**src/hdl/v3n_div_cell.sv**
```systemverilog
// One quotient bit, three lanes, of the pipelined restoring divider.
`default_nettype none
module v3n_div_cell #(
  parameter int W     = 32,
  parameter int F     = 30,
  parameter bit SHIFT = 1'b1,
  parameter int PW    = 4
) (
  input  wire logic              clk_i,
  input  wire logic              rst_ni,
  input  wire logic              en_i,
  input  wire logic              valid_i,
  input  wire logic [W-1:0]      len_i,
  input  wire logic [2:0][W-1:0] rem_i,
  input  wire logic [2:0][F:0]   q_i,
  input  wire logic [PW-1:0]     pay_i,
  output logic                   valid_o,
  output logic [W-1:0]           len_o,
  output logic [2:0][W-1:0]      rem_o,
  output logic [2:0][F:0]        q_o,
  output logic [PW-1:0]          pay_o
);
  logic [2:0][W:0]   rem_s, diff;
  logic [2:0]        ge;
  logic [2:0][W-1:0] rem_d;
  logic [2:0][F:0]   q_d;

  always_comb begin
    for (int l = 0; l < 3; l++) begin
      rem_s[l] = SHIFT ? {rem_i[l], 1'b0} : {1'b0, rem_i[l]};
      ge[l]    = (rem_s[l] >= {1'b0, len_i});
      diff[l]  = rem_s[l] - {1'b0, len_i};
      rem_d[l] = ge[l] ? diff[l][W-1:0] : rem_s[l][W-1:0];
      q_d[l]   = {q_i[l][F-1:0], ge[l]};
    end
  end

  always_ff @(posedge clk_i or negedge rst_ni) begin
    if (!rst_ni) begin
      valid_o <= 1'b0;
    end else if (en_i) begin
      valid_o <= valid_i;
    end
  end

  always_ff @(posedge clk_i) begin
    if (en_i) begin
      len_o <= len_i;
      rem_o <= rem_d;
      q_o   <= q_d;
      pay_o <= pay_i;
    end
  end
endmodule
`default_nettype wire

```
**config.mk**
```make
export PLATFORM = sky130hd
export DESIGN_NAME = v3n_div_cell
export DESIGN_NICKNAME = d
export VERILOG_FILES = /design/src/hdl/v3n_div_cell.sv
export SDC_FILE = /design/constraint.sdc
export NUM_CORES = 1
export LEC_CHECK = 0
export ABC_AREA = 1
export CELL_PAD_IN_SITES_DETAIL_PLACEMENT = 0
export CELL_PAD_IN_SITES_GLOBAL_PLACEMENT = 1
export CORE_UTILIZATION = 46
export DETAILED_ROUTE_END_ITERATION = 12
export DONT_BUFFER_PORTS = 1
export GPL_TIMING_DRIVEN = 0
export PLACE_DENSITY_LB_ADDON = 0.1
export SYNTH_ARGS = -nofsm -noshare
export SYNTH_HDL_FRONTEND = slang
export SYNTH_SLANG_ARGS = --single-unit
```
**constraint.sdc**
```tcl
create_clock -name clk_i -period 1 [get_ports clk_i]
set_input_delay 0.05 -clock clk_i [delete_from_list [all_inputs] [get_ports clk_i]]
set_output_delay 0.05 -clock clk_i [all_outputs]
set_load 0.05 [all_outputs]
```
Yosys cells after proc, flatten, opt, wreduce, memory -nomap -nowiden
Cells that the tools add are included.
W data, S select, Z words.
{"block": "classes", "addsub": 3, "n_eq_ne": 0, "bitwise_logic": 0, "n_div": 0, "order_cmp": 3, "n_shift": 0, "n_reduce_logical": 0, "mux": 3, "mul": 0}
{"op": "$ge A33 B32 Y1", "n": 3}
{"op": "$mux W32", "n": 3}
{"op": "$sub A32 B32 Y32", "n": 3}
{"block": "totals", "ff_bits": 226, "mem_count": 0, "mem_bits_ro": 0, "out_inout_bits": 226, "latch_bits": 0, "mem_bits_rw": 0, "in_bits": 229, "elab_cells": 21}

Longest topological paths before layout
{"block": "depth", "ltp_word": 2, "mapped_depth": 17, "mapped_depth_nobuf": 15}

Worst setup path after synthesis
OpenSTA, ideal clock, no wires.
{"block": "synth_timing", "kind": "input -> register", "from": "in len_i[3]", "to": "reg rem_o[56] (netlist name) (data pin)", "stages": 14, "path_buffers": 1, "t_required_ps": 747, "slack_ps": -674, "setup_ps": 253, "arrival_time_ps": 1421, "path_cell_list": "inv_1 ha_1 nand2_2 nor2_1 nand3_1 nand3_2 nand2_2 nand2_1 nand2_1 nand2_4 inv_2 buf_6 nand2_1 nand2_1"}
{"item": "from (decl)", "line": "13", "source": "input wire logic [W-1:0] len_i,"}
{"item": "to (signal assigned)", "line": "49", "source": "rem_o <= rem_d;"}
{"item": "to (decl)", "line": "19", "source": "output logic [2:0][W-1:0] rem_o,"}

==> results.json <==
{
  "crit_path_top_delay_cell": "ha_4",
  "place_inst": 2555,
  "regToRegSetupSlack_ns": 0.08,
  "rsz0062_at_grt": "yes",
  "crit_path_end": "rem_o[79]",
  "reg2reg_to": "valid_o",
  "power_density_nw_per_um2": 1470,
  "grt_pass1_wl_um": 88700,
  "outcome": "finished with violations",
  "syn_avg_cell_area_sq_um": 7.42,
  "finalHoldViolations": 121,
  "cts.sinks": 226,
  "portBuffers": 0,
  "fin_skew_ns": 0,
  "ioPinCount": 455,
  "insertion_delay_ns": 0.54,
  "vias": 15343,
  "hpwl_um": 44200,
  "die_h_um": 186,
  "dr.pass1.iters": 5,
  "finalCriticalPeriod_ns": 1.55,
  "holdWs_ns": -0.370,
  "drtAntennaViolNets": 0,
  "violations": "negative hold slack, negative setup slack",
  "vias_per_cell": 5.24,
  "syn2layout_area_growth_pct": 50.3,
  "critPathKind": "primary input to register",
  "wl_per_cell_um": 21.5,
  "synthArstFlopShare": 0.00442,
  "arrival_ns": 1.84,
  "hp-start": "en_i",
  "tritoncts": "done",
  "drive_above_1_share": 0.272,
  "synth_edf_count": 225,
  "utilization": 0.703,
  "reg2reg_depth": 1,
  "design.die.area_sq_um": 34700,
  "critical_path.cell_chain": "clkinvlp_4 > buf_4 > ha_4 > nand2_2 > nor2_4 > nand2_1 > inv_2 > nand2_4 > nand2_4 > nand2_4 > nand2_8 > inv_8 > buf_6 > buf_8 > nand2_2 > nand2_1",
  "ctsHtreeMaxLevel": 1,
  "layout.cells.non_filler": 2930,
  "vdd_ir_drop_max_mv": 1.26,
  "max_slew.worst_pin.slew_ns": 0.778,
  "fp.dieW_um": 186,
  "gr-total-overflow": 0,
  "drt_wl_total_um": 63100,
  "synth_flop_cell": "edfxtp_1",
  "synth_nets": 2435,
  "path_common_cell": "nand2_4",
  "clock_path_buffers": 3,
  "crit_path_start_kind": "primary input",
  "first_iter_violations": 984,
  "drcViolationCount": 0,
  "diodes": 0,
  "place.gp.congestion": 0.959,
  "grt.total_usage": 0.340,
  "syn_inst": 2107,
  "clock-root-buffer": "clkbuf_16",
  "p_total_mw": 34.5,
  "synth_warnings": 0,
  "hp-class": "primary input to register",
  "rows": 67,
  "timing.rr.start": "valid_o",
  "timing.final.crit_share": 1.55,
  "max_freq_mhz": 647,
  "multi_input_area_sq_um": 9960,
  "timing.final.ws_setup_ns": -0.545,
  "yosysSeqAreaShare": 0.434,
  "place_area_sq_um": 16300,
  "nNetsFinal": 2793,
  "cp.required_ns": 1.30,
  "cts_buffers": 23,
  "maxCapViolCount": 0,
  "slew_viol_final": 0,
  "worstPathMaxFanout": 6,
  "antenna_found_initial": 2,
  "seq_area_sq_um": 6780,
  "initial_core_util": 0.467,
  "synth-seq-cells": 226,
  "clk_pin_slew_ns": 0.07,
  "synth_cell_types": 27,
  "netlist_area_sq_um": 15600,
  "core_area_sq_um": 33400,
  "fill_cells": 2614,
  "grt_max_degree": 227,
  "crit_path_end_kind": "register",
  "slowest_delay_ns": 0.31,
  "setup_viol": 325,
  "startpoint": "len_i[9]",
  "max_slew_margin": 0.482,
  "fin_area_sq_um": 23500,
  "grt_pass1_vias": 14600,
  "p_leak_nw": 10.7
}
worst max-delay path: cells and delay by family:
family	cells	cell delay, ns
fa+ha+maj	1	0.31
buf+inv	6	0.70
simple gates	9	0.79
layer usage:
metal,vias to the layer above,share of wire,track usage
met5,-,0,0
met4,0,0.053,0.139
met3,177,0.063,0.0523
met2,658,0.49,0.598
met1,7189,0.39,0.414
li1,7319,-,-
how the worst min path moves through the flow:
stage,end,cells past startpoint
2_1_floorplan,valid_o,0
3_3_place_gp,valid_o,0
3_5_place_dp,valid_o,0
4_1_cts,len_o[0],0
5_1_grt,rem_o[57],0
6_report,rem_o[57],0
registers in the layout (all words and copies together), names as in the netlist:
signal   flops
len_o       32
q_o         93
rem_o       96
pay_o        4
valid_o      1
layout make-up:
type	instances	area share
plain buffers	21	0.0119
clock buffers	25	0.0248
clock inverters	17	0.00655
inverters	383	0.0670
multi-input cells	1473	0.424
flip-flops and latches	226	0.289
well taps	448	0.0239
repair buffers	337	0.154
cells in the mapped netlist, types with 2 or more instances:
cell type	number	area (sq um)
nand2_1	894	3360
a21o_1	4	30.0
and2_1	24	150
nand3_1	136	681
buf_4	6	45.0
edfxtp_1	225	6760
nand4_1	7	43.8
o21bai_1	2	15.0
buf_2	10	50.1
o21ai_0	5	25.0
nand2_2	10	62.6
inv_1	379	1420
nor2_2	7	43.8
xnor2_1	3	26.3
nor3_1	23	115
inv_2	4	15.0
a21oi_1	62	310
fa_1	3	60.1
nand3b_1	31	233
nand2_4	3	33.8
ha_1	96	1200
xor2_1	39	342
buf_6	9	101
nand3_2	3	30.0
nor2_1	120	450
stage by stage:
stage / worst slack, ns / setup TNS [ns]
floorplan: -0.660 / -63.09
global placement: -1.45 / -131.72
detailed placement: -1.47 / -131.94
CTS: -0.474 / -95.65
global route: -0.593 / -108.66
finish: -0.545 / -98.86
cell families (layout without fill, tap and decap cells):
group / after synthesis / after routing / share of synthesized area
simple gates: 1258 / 1258 / 0.333
buf+inv: 408 / 783 / 0.105
flops: 226 / 226 / 0.434
fa+ha+maj: 99 / 99 / 0.0807
compound gates: 73 / 73 / 0.0243
xor+xnor: 42 / 42 / 0.0235
mux: 1 / 1 / 0.000720
timing repair:
action | CTS | global route
hold endpoints to repair | 446 | 275
buffers inserted | 91 | 22
pin swaps | 73 | 83
hold buffers | 176 | 38
endpoints found under the setup margin | 326 | 325
resized for setup | 371 | 264
cloned | 7 | 4
layout by cell type (no fill, tap or decap), types with 31 or more instances in the layout:
master and instances:
nand2_1 693, inv_1 338, edfxtp_1 225, dlygate4sd3_1 214, nand2_2 167, ha_4 95
nand3_1 78, nor2_1 72, buf_4 71, a21oi_1 51, nand3_2 45, nand2_4 43
xor2_1 39, clkinvlp_4 33, nand3b_1 31
report_power, final:
| group | switching (mW) | internal, mW |
|---|---|---|
| sequential | 4.13 | 11.8 |
| combinational | 5.47 | 4.35 |
| clock | 3.89 | 4.78 |
| total | 13.5 | 21.0 |
(Power assumes the default switching activity.)
