===== config.mk =====
export PLATFORM = sky130hd
export DESIGN_NAME = v3n_sqrt_cell
export DESIGN_NICKNAME = d
export VERILOG_FILES = /design/src/hdl/v3n_sqrt_cell.sv
export SDC_FILE = /design/constraint.sdc
export NUM_CORES = 1
export LEC_CHECK = 0
export ABC_CLOCK_PERIOD_IN_PS = 1850
export BUFFER_PORTS_ARGS = -buffer_cell sky130_fd_sc_hd__buf_2
export CAP_MARGIN = 10
export CORE_MARGIN = 1
export CORE_UTILIZATION = 40
export CTS_CLUSTER_DIAMETER = 50
export DETAILED_ROUTE_END_ITERATION = 10
export MAX_ROUTING_LAYER = met4
export PLACE_DENSITY = 0.77
export SETUP_SLACK_MARGIN = 0.05
export SYNTH_ARGS = -nofsm -noshare
export SYNTH_HDL_FRONTEND = slang
export SYNTH_SLANG_ARGS = --single-unit

===== constraint.sdc =====
create_clock -name clk_i -period 1.85 [get_ports clk_i]
set_input_delay 0.37 -clock clk_i [delete_from_list [all_inputs] [get_ports clk_i]]
set_output_delay 0.37 -clock clk_i [all_outputs]
set_load 0.01 [all_outputs]

===== src/hdl/v3n_sqrt_cell.sv =====
// One root bit of the pipelined restoring integer square root.
`default_nettype none
module v3n_sqrt_cell #(
  parameter int W  = 32,
  parameter int PW = 8
) (
  input  wire logic             clk_i,
  input  wire logic             rst_ni,
  input  wire logic             en_i,
  input  wire logic             valid_i,
  input  wire logic [2*W-1:0]   n_i,
  input  wire logic [W+1:0]     r_i,
  input  wire logic [W-1:0]     q_i,
  input  wire logic [PW-1:0]    pay_i,
  output logic                  valid_o,
  output logic [2*W-1:0]        n_o,
  output logic [W+1:0]          r_o,
  output logic [W-1:0]          q_o,
  output logic [PW-1:0]         pay_o
);
  logic [W+2:0] r_sh, trial, diff;
  logic         ge;
  logic [2*W-1:0] n_d;
  logic [W+1:0]   r_d;
  logic [W-1:0]   q_d;

  always_comb begin
    // partial remainder never exceeds twice the partial root, so its top bit is zero
    r_sh  = {r_i[W:0], n_i[2*W-1 -: 2]};
    trial = {1'b0, q_i, 2'b01};
    ge    = (r_sh >= trial);
    diff  = r_sh - trial;
    r_d   = ge ? diff[W+1:0] : r_sh[W+1:0];
    q_d   = {q_i[W-2:0], ge};
    n_d   = {n_i[2*W-3:0], 2'b00};
  end

  always_ff @(posedge clk_i or negedge rst_ni) begin
    if (!rst_ni) begin
      valid_o <= 1'b0;
    end else if (en_i) begin
      valid_o <= valid_i;
    end
  end

  always_ff @(posedge clk_i) begin
    if (en_i) begin
      n_o   <= n_d;
      r_o   <= r_d;
      q_o   <= q_d;
      pay_o <= pay_i;
    end
  end
endmodule
`default_nettype wire


# Yosys cells after proc, flatten, opt, wreduce, memory -nomap -nowiden
# Index checks and enable logic that the tools add are counted.
# Widths: inputs -> output; s select.
# op_classes
mux	1
div_mod_pow	0
shift	0
addsub	1
n_lt_le_gt_ge	1
reduce_logical	0
eq_ne	0
bitwise_logic	0
n_mul	0
# op_table
operator	count
$ge 35x34->1	1
$mux 34	1
$sub 34x34->34	1
# totals
mem_bits_ro	0
regBits	137
elab_cells	8
mem_bits_rw	0
latch_bits	0
in_bits	142
memories	0

# Longest topological paths before layout
# depth
ltp_word	2
ltp_mapped	13

# Worst setup path after synthesis
# No wires, ideal clock.
# synth_path
path_type	input to register
start	input port q_i[14]
end	register r_o[26] (data pin)
setup_slack_ns	-0.965
required_ns	1.583
t_arrival_ns	2.548
path_stages	13
path_cell_list	inv_1 > ha_1 > buf_6 > a21o_1 > a21o_1 > a211o_1 > a211o_1 > and2_4 > a31oi_2 > buf_6 > buf_6 > mux2i_1 > nor3_2
# synth_via
elab_chain_len	2
# synth_lines
element	line_no	source
from (decl)	13	input wire logic [W-1:0] q_i,
$sub 34x34->34 or $ge 35x34->1 (tied branches)	32, 31	
$mux 34 *	33	r_d = ge ? diff[W+1:0] : r_sh[W+1:0];
named net r_d[26]	24	logic [W+1:0] r_d;
to (signal assigned)	49	r_o <= r_d;
to (decl)	17	output logic [W+1:0] r_o,
# The timed path passes the listed nets; every way through them passes the cells marked *.
# A chain may end at the register's enable or synchronous reset.

# Final worst setup path
# layout_path
start	input port r_i[0]
end	register r_o[30] (data pin)
# layout_via
elab_chain_len	2
# layout_lines
element	line_no	source
from (decl)	12	input wire logic [W+1:0] r_i,
$sub 34x34->34 or $ge 35x34->1 (tied branches)	32, 31	
$mux 34 *	33	
named net r_d[30]	24	
# Marked as above.

==> impl_metrics.csv <==
group,metric,value,unit
route,drc,0,
sta,slew_violations,0,
route,route.final.wire_length,20100,um
cts,cts_tree,"built",
global_route,grt_usage,23.4,%
cts,cts.sinks,137,
sta,fin_skew,0,ps
synth,yosysTopAreaCell,"edfxtp_1",
power,power_switching,2.76,mW
status,status,"complete, but fails checks",
setup_path,critPathLaunchType,"input pin",
synth,synthCells,519,
route,ant_nets,0,
synth,synth_edf_count,136,
floorplan,core,0.0159,sq mm
power,combPwrFrac,26.4,%
sta,setup_ws,-554,ps
route,drt_first_pass_iters,5,
sta,whs,116,ps
job,maxCapViolCount,0,
final_layout,drive_gt1_share,59.6,%
setup_path,path_cells,"buf_6 -> ha_4 -> nor2b_4 -> o31a_1 -> o31a_1 -> o31a_1 -> o41ai_4 -> buf_4 -> buf_4 -> o41ai_2 -> buf_4 -> xnor2_2 -> o21ai_1",
global_route,grt_pass1_wl,28600,um
setup_path,reg2reg_slack,1070,ps
cts,clock_latency,420,ps
placement,dp_cells,1134,
synth,yosys_most_used_dff,"edfxtp_1",
route,via_per_inst,4.98,
setup_path,path_delay_family,"compound AO/OA/AOI/OAI gates",
synth,yosys.area_share.adder,6.48,%
floorplan,die-area,0.0169,sq mm
power,powerDensity,880,mW/mm^2
setup_path,ff2ff_path_depth,1,
synth,synthesis.area,0.00657,sq mm
synth,synth_commonest_cells,"edfxtp_1 (136), nand2_1 (47), inv_1 (43)",
power,peakVddDrop,0.599,mV
route,detail_route.wl_per_cell,16.9,um
power,p_seq_share,40.3,%
sta,rsz0062_at_grt,"yes",
sta,period_needed,2400,ps
synth,synth_compound_area_share,13.9,%
synth,yosysWarnings,0,
floorplan,chipWidth,130,um
setup_path,crit_buf_inv,4,
worst_hold_path,min_from,"pay_i[1]",
sta,hold_viol_final,0,
sta,min_period_over_period,130,%
power,clkPwrFrac,33.4,%
setup_path,cp_max_fo,3,
floorplan,die_h,130,um
synth,synth_area_per_cell,12.7,sq um
status,violations,"negative setup slack",
power,power,9.56,mW
synth,synth_xor_xnor_area_share,2.93,%
final_layout,fin_util,68.2,%
power,p_leak,4.83,nW
setup_path,end_kind,"flip-flop",
synth,synth_top_family_by_area,"compound AO/OA/AOI/OAI gates",
setup_path,worstSetupPathType,"input pin to flip-flop",
global_route,grt_start_max_net_pins,39,
synth,yosysTopAreaCellShare,62.2,%
synth,async_reset_ff_share,0.730,%
cts,path_clk_slew,60,ps
sta,setup_viol,35,
global_route,overflow,0,
sta,fmax,416,MHz
final_layout,instances_no_fill,1188,
setup_path,required,2020,ps
setup_path,cpMaxStageDelayCell,"o31a_1",
cts,clockRootBuffer,"clkbuf_16",
floorplan,start_util,41.2,%
placement,io_buffers,277,
cts,max-clock-path-buffers,2,
floorplan,core.rowCount,46,
route,via_count,5911,
final_layout,syn_to_final_growth,65.5,%
synth,yosysMostFrequentCell,"edfxtp_1",
final_layout,diodes,0,
route,drt_iter0_drc,301,
placement,dpl.hpwl,14500,um
worst_hold_path,hold_class,"input pin to flip-flop",
final_layout,fin_nets,1135,
synth,synthTopCellsByArea,"edfxtp_1 (62%), ha_1 (6.5%), o21ai_0 (3.2%)",
worst_hold_path,hold_end,"pay_o[1]$_DFFE_PP_",
setup_path,r2r_start,"valid_o$_DFFE_PN0P_",
synth,seq_area_frac_synth,62.6,%
setup_path,slowest_delay,290,ps
placement,place.gp.congestion,0.874,
synth,synth-simple-area-share,9.05,%
synth,synth.distinct_cells,63,
global_route,grt_pass1_vias,5802,
global_route,antenna_found_initial,0,
power,internal_power,6.80,mW
setup_path,r2r_end,"valid_o$_DFFE_PN0P_",
setup_path,cp_data_arrival_time,2580,ps
power,swShare,28.9,%
cts,cts_buffers,17,
synth,synth-seq-cells,137,
floorplan,io_pins,281,
cts,h-tree-depth,4,
synth,synth_mux_area_share,1.03,%
worst_hold_path,holdPathStages,1,
==> what timing repair did <==
action                                 CTS  global route
setup buffers                           18             3
pin swaps                               28            26
gates cloned                             1             1
resized for setup                       81            66
setup endpoints to repair               35            35
hold buffers                             1             0
endpoints found under the hold margin    1             0
==> worst max-delay path by stage <==
stage | from | to | slack, ps | cells past startpoint
finish | r_i[0] | r_o[30]$_DFFE_PP_ | -550 | 13
global route | q_i[10] | r_o[30]$_DFFE_PP_ | -630 | 15
CTS | q_i[6] | r_o[32]$_DFFE_PP_ | -510 | 15
detailed placement | q_i[6] | r_o[32]$_DFFE_PP_ | -1160 | 14
global placement | q_i[8] | r_o[32]$_DFFE_PP_ | -1160 | 13
floorplan | q_i[14] | r_o[26]$_DFFE_PP_ | -850 | 13
==> registers in the layout, indices dropped and copies added, names as in the netlist <==
| signal | cells |
|---|---|
| pay_o | 8 |
| r_o | 34 |
| q_o | 32 |
| n_o | 62 |
| valid_o | 1 |
==> logic make-up (layout without fill, tap and decap cells) <==
group | count (synthesis) | count (layout)
adders and majority gates | 34 | 34
xor gates and xnor gates | 22 | 22
muxes | 6 | 6
and+or+nand+nor | 119 | 119
DFF | 137 | 137
other | 1 | 2
AOI/OAI and AO/OA | 141 | 141
buffers and inverters | 59 | 511
==> placed cells by master, fill, tap and decap left out, types with 18 or more instances in the layout <==
| cell | instances |
|---|---|
| inv_1 | 37 |
| nor2_1 | 18 |
| buf_6 | 20 |
| nand2_1 | 38 |
| edfxtp_1 | 136 |
| a21oi_1 | 25 |
| buf_4 | 131 |
| o21ai_2 | 24 |
| clkbuf_16 | 18 |
| buf_2 | 267 |
==> through the flow <==
stage | TNS [ps] | setup WS (ps) | cell area (sq um)
floorplan | -22030 | -847 | 6780
global placement | -34290 | -1160 | 9380
detailed placement | -35320 | -1160 | 9380
CTS | -15550 | -513 | 10500
global route | -17580 | -630 | 10900
finish | -16020 | -554 | 10900
==> power groups by stage <==
stage / Combinational (mW) / Clock, mW / Sequential, mW
after detailed placement: 2.05 / 0 / 3.92
after global routing: 2.71 / 3.33 / 3.88
after CTS: 2.31 / 3.23 / 3.86
final: 2.52 / 3.19 / 3.85
after global placement: 2.02 / 0 / 3.91
after floorplan: 0.827 / 0 / 4.10
==> layer usage <==
| metal | part of all wire, % | track usage, % | up-vias |
|---|---|---|---|
| met5 | 0 | - | - |
| met1 | 37 | 23.4 | 2823 |
| met4 | 2.0 | 8.76 | 0 |
| li1 | - | - | 2826 |
| met2 | 55 | 43.3 | 222 |
| met3 | 6.4 | 6.03 | 40 |
==> final cells by class <==
| class | count | area, sq um |
|---|---|---|
| clock inverter | 15 | 128 |
| tap | 216 | 270 |
| fill | 1159 | 5070 |
| timing repair buffer | 435 | 2860 |
| inverter | 44 | 198 |
| clock buffer | 17 | 425 |
| sequential | 137 | 4110 |
| multi-input combinational | 324 | 2880 |
(Power assumes the default switching activity.)
